[src/design/sha1_pkg.sv]
// Shared constants, command and status types and round functions of the SHA-1 engine.
package sha1_pkg;

  localparam logic [159:0] H_INIT = {32'h67452301, 32'hEFCDAB89, 32'h98BADCFE,
                                     32'h10325476, 32'hC3D2E1F0};

  localparam logic [31:0] K_R0 = 32'h5A827999;
  localparam logic [31:0] K_R1 = 32'h6ED9EBA1;
  localparam logic [31:0] K_R2 = 32'h8F1BBCDC;
  localparam logic [31:0] K_R3 = 32'hCA62C1D6;

  localparam logic [7:0] PAD_BYTE  = 8'h80;
  localparam logic [7:0] ZERO_BYTE = 8'h00;

  localparam logic [5:0] POS_LAST = 6'd63;
  localparam logic [5:0] POS_LEN  = 6'd56;

  localparam logic [6:0] ROUND_LAST = 7'd79;
  localparam logic [6:0] ROUND_P1   = 7'd20;
  localparam logic [6:0] ROUND_P2   = 7'd40;
  localparam logic [6:0] ROUND_P3   = 7'd60;

  localparam logic [2:0] WORD_LAST = 3'd4;
  localparam logic [2:0] LEN_LAST  = 3'd7;

  typedef enum logic [1:0] {
    PH_CH,
    PH_PAR1,
    PH_MAJ,
    PH_PAR2
  } round_phase_e;

  typedef enum logic [1:0] {
    SRC_DATA,
    SRC_PAD,
    SRC_ZERO,
    SRC_LEN
  } byte_src_e;

  typedef struct packed {
    logic         push;
    byte_src_e    src;
    logic         cap_len;
    logic         round;
    round_phase_e phase;
    logic         add;
    logic         load_out;
    logic         out_shift;
  } sha1_cmd_t;

  typedef struct packed {
    logic pos_last;
    logic pos_len;
  } sha1_stat_t;

  function automatic logic [31:0] sha1_k(round_phase_e ph);
    logic [31:0] k;
    case (ph)
      PH_CH:   k = K_R0;
      PH_PAR1: k = K_R1;
      PH_MAJ:  k = K_R2;
      PH_PAR2: k = K_R3;
      default: k = K_R0;
    endcase
    return k;
  endfunction

  function automatic logic [31:0] sha1_f(round_phase_e ph, logic [31:0] b,
                                         logic [31:0] c, logic [31:0] d);
    logic [31:0] f;
    case (ph)
      PH_CH:   f = (b & c) | (~b & d);
      PH_MAJ:  f = (b & c) | (b & d) | (c & d);
      PH_PAR1: f = b ^ c ^ d;
      PH_PAR2: f = b ^ c ^ d;
      default: f = b ^ c ^ d;
    endcase
    return f;
  endfunction

endpackage

[src/design/sha1_dpath.sv]
// SHA-1 datapath: block window, bit count, chaining value, round logic and digest register.
module sha1_dpath
  import sha1_pkg::*;
(
  input  logic        clk_i,
  input  logic        rst_ni,
  input  logic [7:0]  data_byte_i,
  input  sha1_cmd_t   cmd_i,
  output sha1_stat_t  stat_o,
  output logic [31:0] digest_word_o
);

  logic [511:0] blk_q, blk_d;
  logic [63:0]  cnt_q, cnt_d;
  logic [63:0]  len_q, len_d;
  logic [159:0] h_q, h_d;
  logic [159:0] dig_q, dig_d;
  logic [31:0]  a_q, b_q, c_q, d_q, e_q;
  logic [31:0]  a_d, b_d, c_d, d_d, e_d;
  logic [5:0]   pos;
  logic [7:0]   push_byte;
  logic [31:0]  w0, w2, w8, w13, w_mix, w_new, t_sum;

  assign pos             = cnt_q[8:3];
  assign stat_o.pos_last = (pos == POS_LAST);
  assign stat_o.pos_len  = (pos == POS_LEN);
  assign digest_word_o   = dig_q[159:128];

  // Window taps: word 0 is the oldest schedule word.
  assign w0    = blk_q[511:480];
  assign w2    = blk_q[447:416];
  assign w8    = blk_q[255:224];
  assign w13   = blk_q[95:64];
  assign w_mix = w13 ^ w8 ^ w2 ^ w0;
  assign w_new = {w_mix[30:0], w_mix[31]};
  assign t_sum = {a_q[26:0], a_q[31:27]} + sha1_f(cmd_i.phase, b_q, c_q, d_q)
               + e_q + sha1_k(cmd_i.phase) + w0;

  always_comb begin
    case (cmd_i.src)
      SRC_DATA: push_byte = data_byte_i;
      SRC_PAD:  push_byte = PAD_BYTE;
      SRC_ZERO: push_byte = ZERO_BYTE;
      SRC_LEN:  push_byte = len_q[63:56];
      default:  push_byte = ZERO_BYTE;
    endcase
  end

  always_comb begin
    blk_d = blk_q;
    cnt_d = cnt_q;
    len_d = len_q;
    h_d   = h_q;
    dig_d = dig_q;
    a_d   = a_q;
    b_d   = b_q;
    c_d   = c_q;
    d_d   = d_q;
    e_d   = e_q;
    if (cmd_i.cap_len) begin
      len_d = cnt_q;
    end else if (cmd_i.push && (cmd_i.src == SRC_LEN)) begin
      len_d = {len_q[55:0], 8'h00};
    end
    if (cmd_i.push) begin
      blk_d = {blk_q[503:0], push_byte};
      cnt_d = cnt_q + 64'd8;
      // The last byte of a block: seed the working words for compression.
      if (stat_o.pos_last) begin
        a_d = h_q[159:128];
        b_d = h_q[127:96];
        c_d = h_q[95:64];
        d_d = h_q[63:32];
        e_d = h_q[31:0];
      end
    end
    if (cmd_i.round) begin
      blk_d = {blk_q[479:0], w_new};
      a_d   = t_sum;
      b_d   = a_q;
      c_d   = {b_q[1:0], b_q[31:2]};
      d_d   = c_q;
      e_d   = d_q;
    end
    if (cmd_i.add) begin
      h_d = {h_q[159:128] + a_q, h_q[127:96] + b_q, h_q[95:64] + c_q,
             h_q[63:32] + d_q, h_q[31:0] + e_q};
    end
    if (cmd_i.load_out) begin
      dig_d = h_q;
      h_d   = H_INIT;
      cnt_d = '0;
    end else if (cmd_i.out_shift) begin
      dig_d = {dig_q[127:0], 32'h0};
    end
  end

  always_ff @(posedge clk_i or negedge rst_ni) begin
    if (!rst_ni) begin
      h_q   <= H_INIT;
      cnt_q <= '0;
    end else begin
      h_q   <= h_d;
      cnt_q <= cnt_d;
    end
  end

  always_ff @(posedge clk_i) begin
    blk_q <= blk_d;
    len_q <= len_d;
    dig_q <= dig_d;
    a_q   <= a_d;
    b_q   <= b_d;
    c_q   <= c_d;
    d_q   <= d_d;
    e_q   <= e_d;
  end

endmodule

[src/design/sha1_ctrl.sv]
// SHA-1 controller: input handshake, padding sequencer, round counter and digest output.
module sha1_ctrl
  import sha1_pkg::*;
(
  input  logic       clk_i,
  input  logic       rst_ni,
  input  logic       in_valid_i,
  input  logic       has_byte_i,
  input  logic       is_last_i,
  output logic       in_stall_o,
  output logic       out_valid_o,
  input  logic       out_stall_i,
  output logic [2:0] word_index_o,
  output logic       last_word_o,
  input  sha1_stat_t stat_i,
  output sha1_cmd_t  cmd_o
);

  typedef enum logic [2:0] {
    ST_IDLE,
    ST_PAD,
    ST_ZERO,
    ST_LEN,
    ST_ROUND,
    ST_ADD,
    ST_WAIT
  } state_e;

  state_e     state_q, ret_q;
  logic [6:0] rnd_q;
  logic [2:0] len_cnt_q;
  logic       out_valid_q;
  logic [2:0] idx_q;
  logic       in_acc, out_acc;

  assign in_stall_o   = (state_q != ST_IDLE);
  assign in_acc       = (state_q == ST_IDLE) && in_valid_i;
  assign out_acc      = out_valid_q && !out_stall_i;
  assign out_valid_o  = out_valid_q;
  assign word_index_o = idx_q;
  assign last_word_o  = (idx_q == WORD_LAST);

  always_comb begin
    cmd_o     = '0;
    cmd_o.src = SRC_DATA;
    if (rnd_q < ROUND_P1) begin
      cmd_o.phase = PH_CH;
    end else if (rnd_q < ROUND_P2) begin
      cmd_o.phase = PH_PAR1;
    end else if (rnd_q < ROUND_P3) begin
      cmd_o.phase = PH_MAJ;
    end else begin
      cmd_o.phase = PH_PAR2;
    end
    case (state_q)
      ST_IDLE: begin
        cmd_o.push = in_acc && has_byte_i;
      end
      ST_PAD: begin
        cmd_o.push    = 1'b1;
        cmd_o.src     = SRC_PAD;
        cmd_o.cap_len = 1'b1;
      end
      ST_ZERO: begin
        cmd_o.push = !stat_i.pos_len;
        cmd_o.src  = SRC_ZERO;
      end
      ST_LEN: begin
        cmd_o.push = 1'b1;
        cmd_o.src  = SRC_LEN;
      end
      ST_ROUND: cmd_o.round    = 1'b1;
      ST_ADD:   cmd_o.add      = 1'b1;
      ST_WAIT:  cmd_o.load_out = !out_valid_q;
      default:  cmd_o.push     = 1'b0;
    endcase
    cmd_o.out_shift = out_acc;
  end

  always_ff @(posedge clk_i or negedge rst_ni) begin
    if (!rst_ni) begin
      state_q     <= ST_IDLE;
      ret_q       <= ST_IDLE;
      rnd_q       <= '0;
      len_cnt_q   <= '0;
      out_valid_q <= 1'b0;
      idx_q       <= '0;
    end else begin
      case (state_q)
        ST_IDLE: begin
          if (in_acc) begin
            if (has_byte_i && stat_i.pos_last) begin
              state_q <= ST_ROUND;
              ret_q   <= is_last_i ? ST_PAD : ST_IDLE;
            end else if (is_last_i) begin
              state_q <= ST_PAD;
            end
          end
        end
        ST_PAD: begin
          if (stat_i.pos_last) begin
            state_q <= ST_ROUND;
            ret_q   <= ST_ZERO;
          end else begin
            state_q <= ST_ZERO;
          end
        end
        ST_ZERO: begin
          if (stat_i.pos_len) begin
            state_q   <= ST_LEN;
            len_cnt_q <= '0;
          end else if (stat_i.pos_last) begin
            state_q <= ST_ROUND;
            ret_q   <= ST_ZERO;
          end
        end
        ST_LEN: begin
          len_cnt_q <= len_cnt_q + 3'd1;
          if (len_cnt_q == LEN_LAST) begin
            state_q <= ST_ROUND;
            ret_q   <= ST_WAIT;
          end
        end
        ST_ROUND: begin
          if (rnd_q == ROUND_LAST) begin
            rnd_q   <= '0;
            state_q <= ST_ADD;
          end else begin
            rnd_q <= rnd_q + 7'd1;
          end
        end
        ST_ADD: state_q <= ret_q;
        ST_WAIT: begin
          // Hold until the previous digest has drained.
          if (!out_valid_q) begin
            out_valid_q <= 1'b1;
            idx_q       <= '0;
            state_q     <= ST_IDLE;
          end
        end
        default: state_q <= ST_IDLE;
      endcase
      if (out_acc) begin
        if (idx_q == WORD_LAST) begin
          out_valid_q <= 1'b0;
        end else begin
          idx_q <= idx_q + 3'd1;
        end
      end
    end
  end

endmodule

[src/design/sha1_hash_engine.sv]
// SHA-1 hash engine top level: byte request channel in, digest word channel out.
//
// Input channel (in_valid_i / in_stall_o): each request may carry one message
// byte (has_byte_i) and may end the message (is_last_i). Bytes are taken one
// per cycle while a block fills; the 64th byte of a block starts the 80-round
// compression, one round per cycle, and a final step then folds the result
// into the chaining value. in_stall_o is high while the round unit or the
// padding sequencer is busy, or while a digest waits for the output register.
// An ending request appends 0x80, zero fill and the 64-bit length one byte per
// cycle apart from the one or two compressions in between: the first digest
// word is valid after the last of them, later if the previous digest has not drained.
// Output channel (out_valid_o / out_stall_i): five 32-bit words, most
// significant first, each with word_index_o; last_word_o marks the fifth. The
// digest sits in its own register, so the next message streams in while the
// receiver stalls; only the end of that next message waits for the register.
// A stalled output word holds. Reset (rst_ni, asynchronous, active low)
// restores the initial chaining value, clears the bit count and drops any
// pending digest; the block buffer itself needs no clearing.
module sha1_hash_engine
  import sha1_pkg::*;
(
  input  logic        clk_i,
  input  logic        rst_ni,
  input  logic        in_valid_i,
  output logic        in_stall_o,
  input  logic [7:0]  data_byte_i,
  input  logic        has_byte_i,
  input  logic        is_last_i,
  output logic        out_valid_o,
  input  logic        out_stall_i,
  output logic [31:0] digest_word_o,
  output logic [2:0]  word_index_o,
  output logic        last_word_o
);

  sha1_cmd_t  cmd;
  sha1_stat_t stat;

  // Sequencer: handshakes, padding order, round count, output word count.
  sha1_ctrl u_ctrl (
    .clk_i        (clk_i),
    .rst_ni       (rst_ni),
    .in_valid_i   (in_valid_i),
    .has_byte_i   (has_byte_i),
    .is_last_i    (is_last_i),
    .in_stall_o   (in_stall_o),
    .out_valid_o  (out_valid_o),
    .out_stall_i  (out_stall_i),
    .word_index_o (word_index_o),
    .last_word_o  (last_word_o),
    .stat_i       (stat),
    .cmd_o        (cmd)
  );

  // Storage and arithmetic: block window, count, chaining value, digest.
  sha1_dpath u_dpath (
    .clk_i         (clk_i),
    .rst_ni        (rst_ni),
    .data_byte_i   (data_byte_i),
    .cmd_i         (cmd),
    .stat_o        (stat),
    .digest_word_o (digest_word_o)
  );

endmodule

[config.mk]
export PLATFORM = sky130hd
export DESIGN_NAME = sha1_hash_engine
export DESIGN_NICKNAME = d
export VERILOG_FILES = /design/src/design/sha1_pkg.sv /design/src/design/sha1_dpath.sv /design/src/design/sha1_ctrl.sv /design/src/design/sha1_hash_engine.sv
export SDC_FILE = /design/constraint.sdc
export NUM_CORES = 2
export LEC_CHECK = 0
export BUFFER_PORTS_ARGS = -buffer_cell sky130_fd_sc_hd__buf_2
export CAP_MARGIN = 20
export CORE_ASPECT_RATIO = 0.5
export CORE_MARGIN = 4
export CORE_UTILIZATION = 31
export CTS_BUF_LIST = sky130_fd_sc_hd__clkbuf_8
export DETAILED_ROUTE_END_ITERATION = 8
export PLACE_DENSITY = 0.47
export SETUP_SLACK_MARGIN = 0.2
export SYNTH_ARGS = -nofsm -noshare
export SYNTH_HDL_FRONTEND = slang
export SYNTH_HIERARCHICAL = 1
export SYNTH_SLANG_ARGS = --single-unit
[constraint.sdc]
create_clock -name clk_i -period 32.9 [get_ports clk_i]
set_input_delay 6.58 -clock clk_i [delete_from_list [all_inputs] [get_ports clk_i]]
set_output_delay 6.58 -clock clk_i [all_outputs]
set_load 0.01 [all_outputs]
==> results.tsv <==
metric	value	unit
DRC viols	0	
EDFF count, synth	893	
Routed WL per cell	21.2	microns
Worst R2R Setup Slack	25.10	ns
Setup Skew	0.0889	ns
# rows	115	
Final Instance Area	68800	sq um
Hold Crit Class	flip-flop to flip-flop	
worst-case clock buffer depth	4	
period utilisation layout	0.300	
Synthesis Warnings	6	
drt initial violations	3159	
Mapped Avg Cell Area	12.8	sq um
fraction of layout cells with a size suffix above 1	0.252	
number of I/O port buffers	51	
total wire length	163000	microns
vias post-DR	38785	
DRT Pass-1 Iters	7	
setup slack at placement	22.19	ns
Vias/cell	5.04	
core area	198000	sq um
most common cell after layout, fill and taps aside	edfxtp_1	
Seq/Total Area, Yosys	0.530	
die width	642	microns
critical path arrival	10.32	ns
CP required	33.35	ns
antenna-violating nets left	0	
Post-Syn Area	62200	sq um
Relative slew margins	0.309	
Post-CTS Setup Bufs	0	
#FFs+latches synth	1134	
GRT Max-Usage Layer	met2	
Worst Setup Start Kind	primary input	
status	finished clean	
initial core utilization	0.314	
FMAX	101	MHz
Die H	325	microns
Worst Tran Pin Value	1.04	ns
fin. max-slew vios	0	
area grow syn2layout	10.6	%
boundary pin count	52	
clk slew on worst S/H paths	0.06	ns
number of global-route vias before repair	39215	
worst-skew pair later-pin latency	0.91	ns
layout net count	5248	
hold buffer count at CTS	0	
Post-DP HPWL	112000	microns
initial antenna violation count	3	
final hold vios	0	
Tot GR Track Use	0.153	
CTS tree	done	
first-pass GRT wire length	248000	microns
grt ovf	0	
die area	208000	sq um
RSZ-0062 raised after global routing	false	
CTS Sinks	1134	
PwrDens	115	nW/um^2
worst-path fanout max	58	
met2 Use GR	0.234	
Crit Path Class	primary input to flip-flop	
min Tclk post-route	9.87	ns
RR Startpoint	u_ctrl/rnd_q[5]$_DFFE_PN0P_	
Final Core Density	0.348	
post_cts resized	0	
H-tree depth	4	
clock root cell	clkbuf_8	
Max Cap Viol	0	
r2r worst-path depth	24	
Final TNS setup	0	ns
final setup violating endpoints	0	
GP Congestion	0.904	
Worst R2R End	u_dpath/a_q[23]$_DFFE_PP_	
Post-Syn Nets	5193	
Synth async-reset ratio	0.213	
WHS Path Cells	1	
M3 GR Usage	0.0288	
post-route setup slack	23.03	ns
Cells after Synth	4850	
Setup crit end kind	flip-flop	
Cell variety after synth	95	
Hold Path Sink	u_ctrl/len_cnt_q[0]$_DFFE_PN0P_	
GRT met1 Usage	0.225	
dpl cell area	65100	sq um
TritonCTS Buffers	194	
prevailing post-synth register cell	edfxtp_1	
static leakage	0.0259	uW
min-delay src	u_ctrl/len_cnt_q[0]$_DFFE_PN0P_	
most frequent cells in the layout	893 x edfxtp_1, 792 x mux2_2, 323 x inv_1	
largest net degree at the start of global routing	144	
Fin Hold WS	0.511	ns
IR drop worst, VDD	0.0000680	V
per-stage QoR:
step	instances	power, uW
4_1_cts	7685	7950
3_3_place_gp	7337	6590
2_1_floorplan	4850	5620
3_5_place_dp	7337	6660
6_report	7691	7890
5_1_grt	7690	8480
state kept, by name, summed over array words and instances, names as in the netlist:
register and count:
u_dpath/b_q 32, u_ctrl/word_index_o 3, u_dpath/len_q 61, u_dpath/a_q 32
u_dpath/e_q 32, u_ctrl/state_q 3, u_ctrl/ret_q 3, u_dpath/blk_q 512
u_dpath/d_q 32, u_ctrl/out_valid_o 1, u_ctrl/rnd_q 7, u_dpath/dig_q 160
u_dpath/c_q 32, u_dpath/cnt_q 61, u_ctrl/len_cnt_q 3, u_dpath/h_q 160
worst max-delay path by stage:
stage,start,to,slack [ns],cells after the start
6_report,has_byte_i,u_dpath/e_q[23]$_DFFE_PP_,23.03,10
5_1_grt,has_byte_i,u_dpath/e_q[23]$_DFFE_PP_,22.90,10
3_3_place_gp,has_byte_i,u_dpath/b_q[27]$_DFFE_PP_,22.21,10
4_1_cts,has_byte_i,u_dpath/d_q[31]$_DFFE_PP_,23.12,10
2_1_floorplan,has_byte_i,u_dpath/a_q[0]$_DFFE_PP_,13.40,6
3_5_place_dp,has_byte_i,u_dpath/b_q[25]$_DFFE_PP_,22.19,10
layout make-up:
class	count	area (sq um)
Timing Repair Buffer	99	723
Clock inverter	137	687
Multi-Input combinational cell	3223	27300
Clock buffer	211	2900
Tap cell	2632	3290
Sequential cell	1134	32900
Inverter	253	967
Antenna cell	2	5.00
Fill cell	19348	129000
power breakdown:
group	internal (uW)	switching, uW	leakage, uW	total [uW]
Combinational	1600	2140	0.0122	3740
Clock	621	604	0.00211	1220
Sequential	2480	450	0.0116	2930
critical path: stages:
cell and delay (ns):
buf_2 0.09, nor2b_1 0.23, a211oi_1 0.12, nor2_1 0.13, buf_4 0.20, nand3_1 0.27, o21ai_4 0.22, buf_4 0.63
buf_4 0.86, buf_4 0.85
synth_stat cells (all sizes together) (78+ instances only):
library cell | n | area (sq um)
xnor2 | 202 | 1770
o21ai | 186 | 938
mux2 | 792 | 8920
a21oi | 252 | 1260
ha | 204 | 2550
nand2 | 179 | 672
a21o | 85 | 638
clkbuf | 180 | 676
fa | 125 | 2500
inv | 253 | 950
edfxtp | 893 | 26800
nor2 | 271 | 1030
dfrtp | 161 | 4030
xor2 | 78 | 683
dfstp | 80 | 2100
kinds of logic after synthesis:
logic type / Yosys count / synth area share
AND/OR/NAND/NOR: 887 / 0.0716
flip-flops: 1134 / 0.530
XOR/XNOR: 280 / 0.0394
buffers and inverters: 493 / 0.0319
AO/OA/AOI/OAI: 857 / 0.0903
multiplexers: 869 / 0.156
adder cells (fa/ha/maj): 330 / 0.0814
routing by layer:
| layer | part of all wire | wire length [microns] |
|---|---|---|
| met1 | 0.48 | 78700 |
| met2 | 0.44 | 72500 |
| met3 | 0.055 | 8910 |
| met4 | 0.019 | 3140 |
| met5 | 0 | 0 |
(Power assumes the default switching activity.)
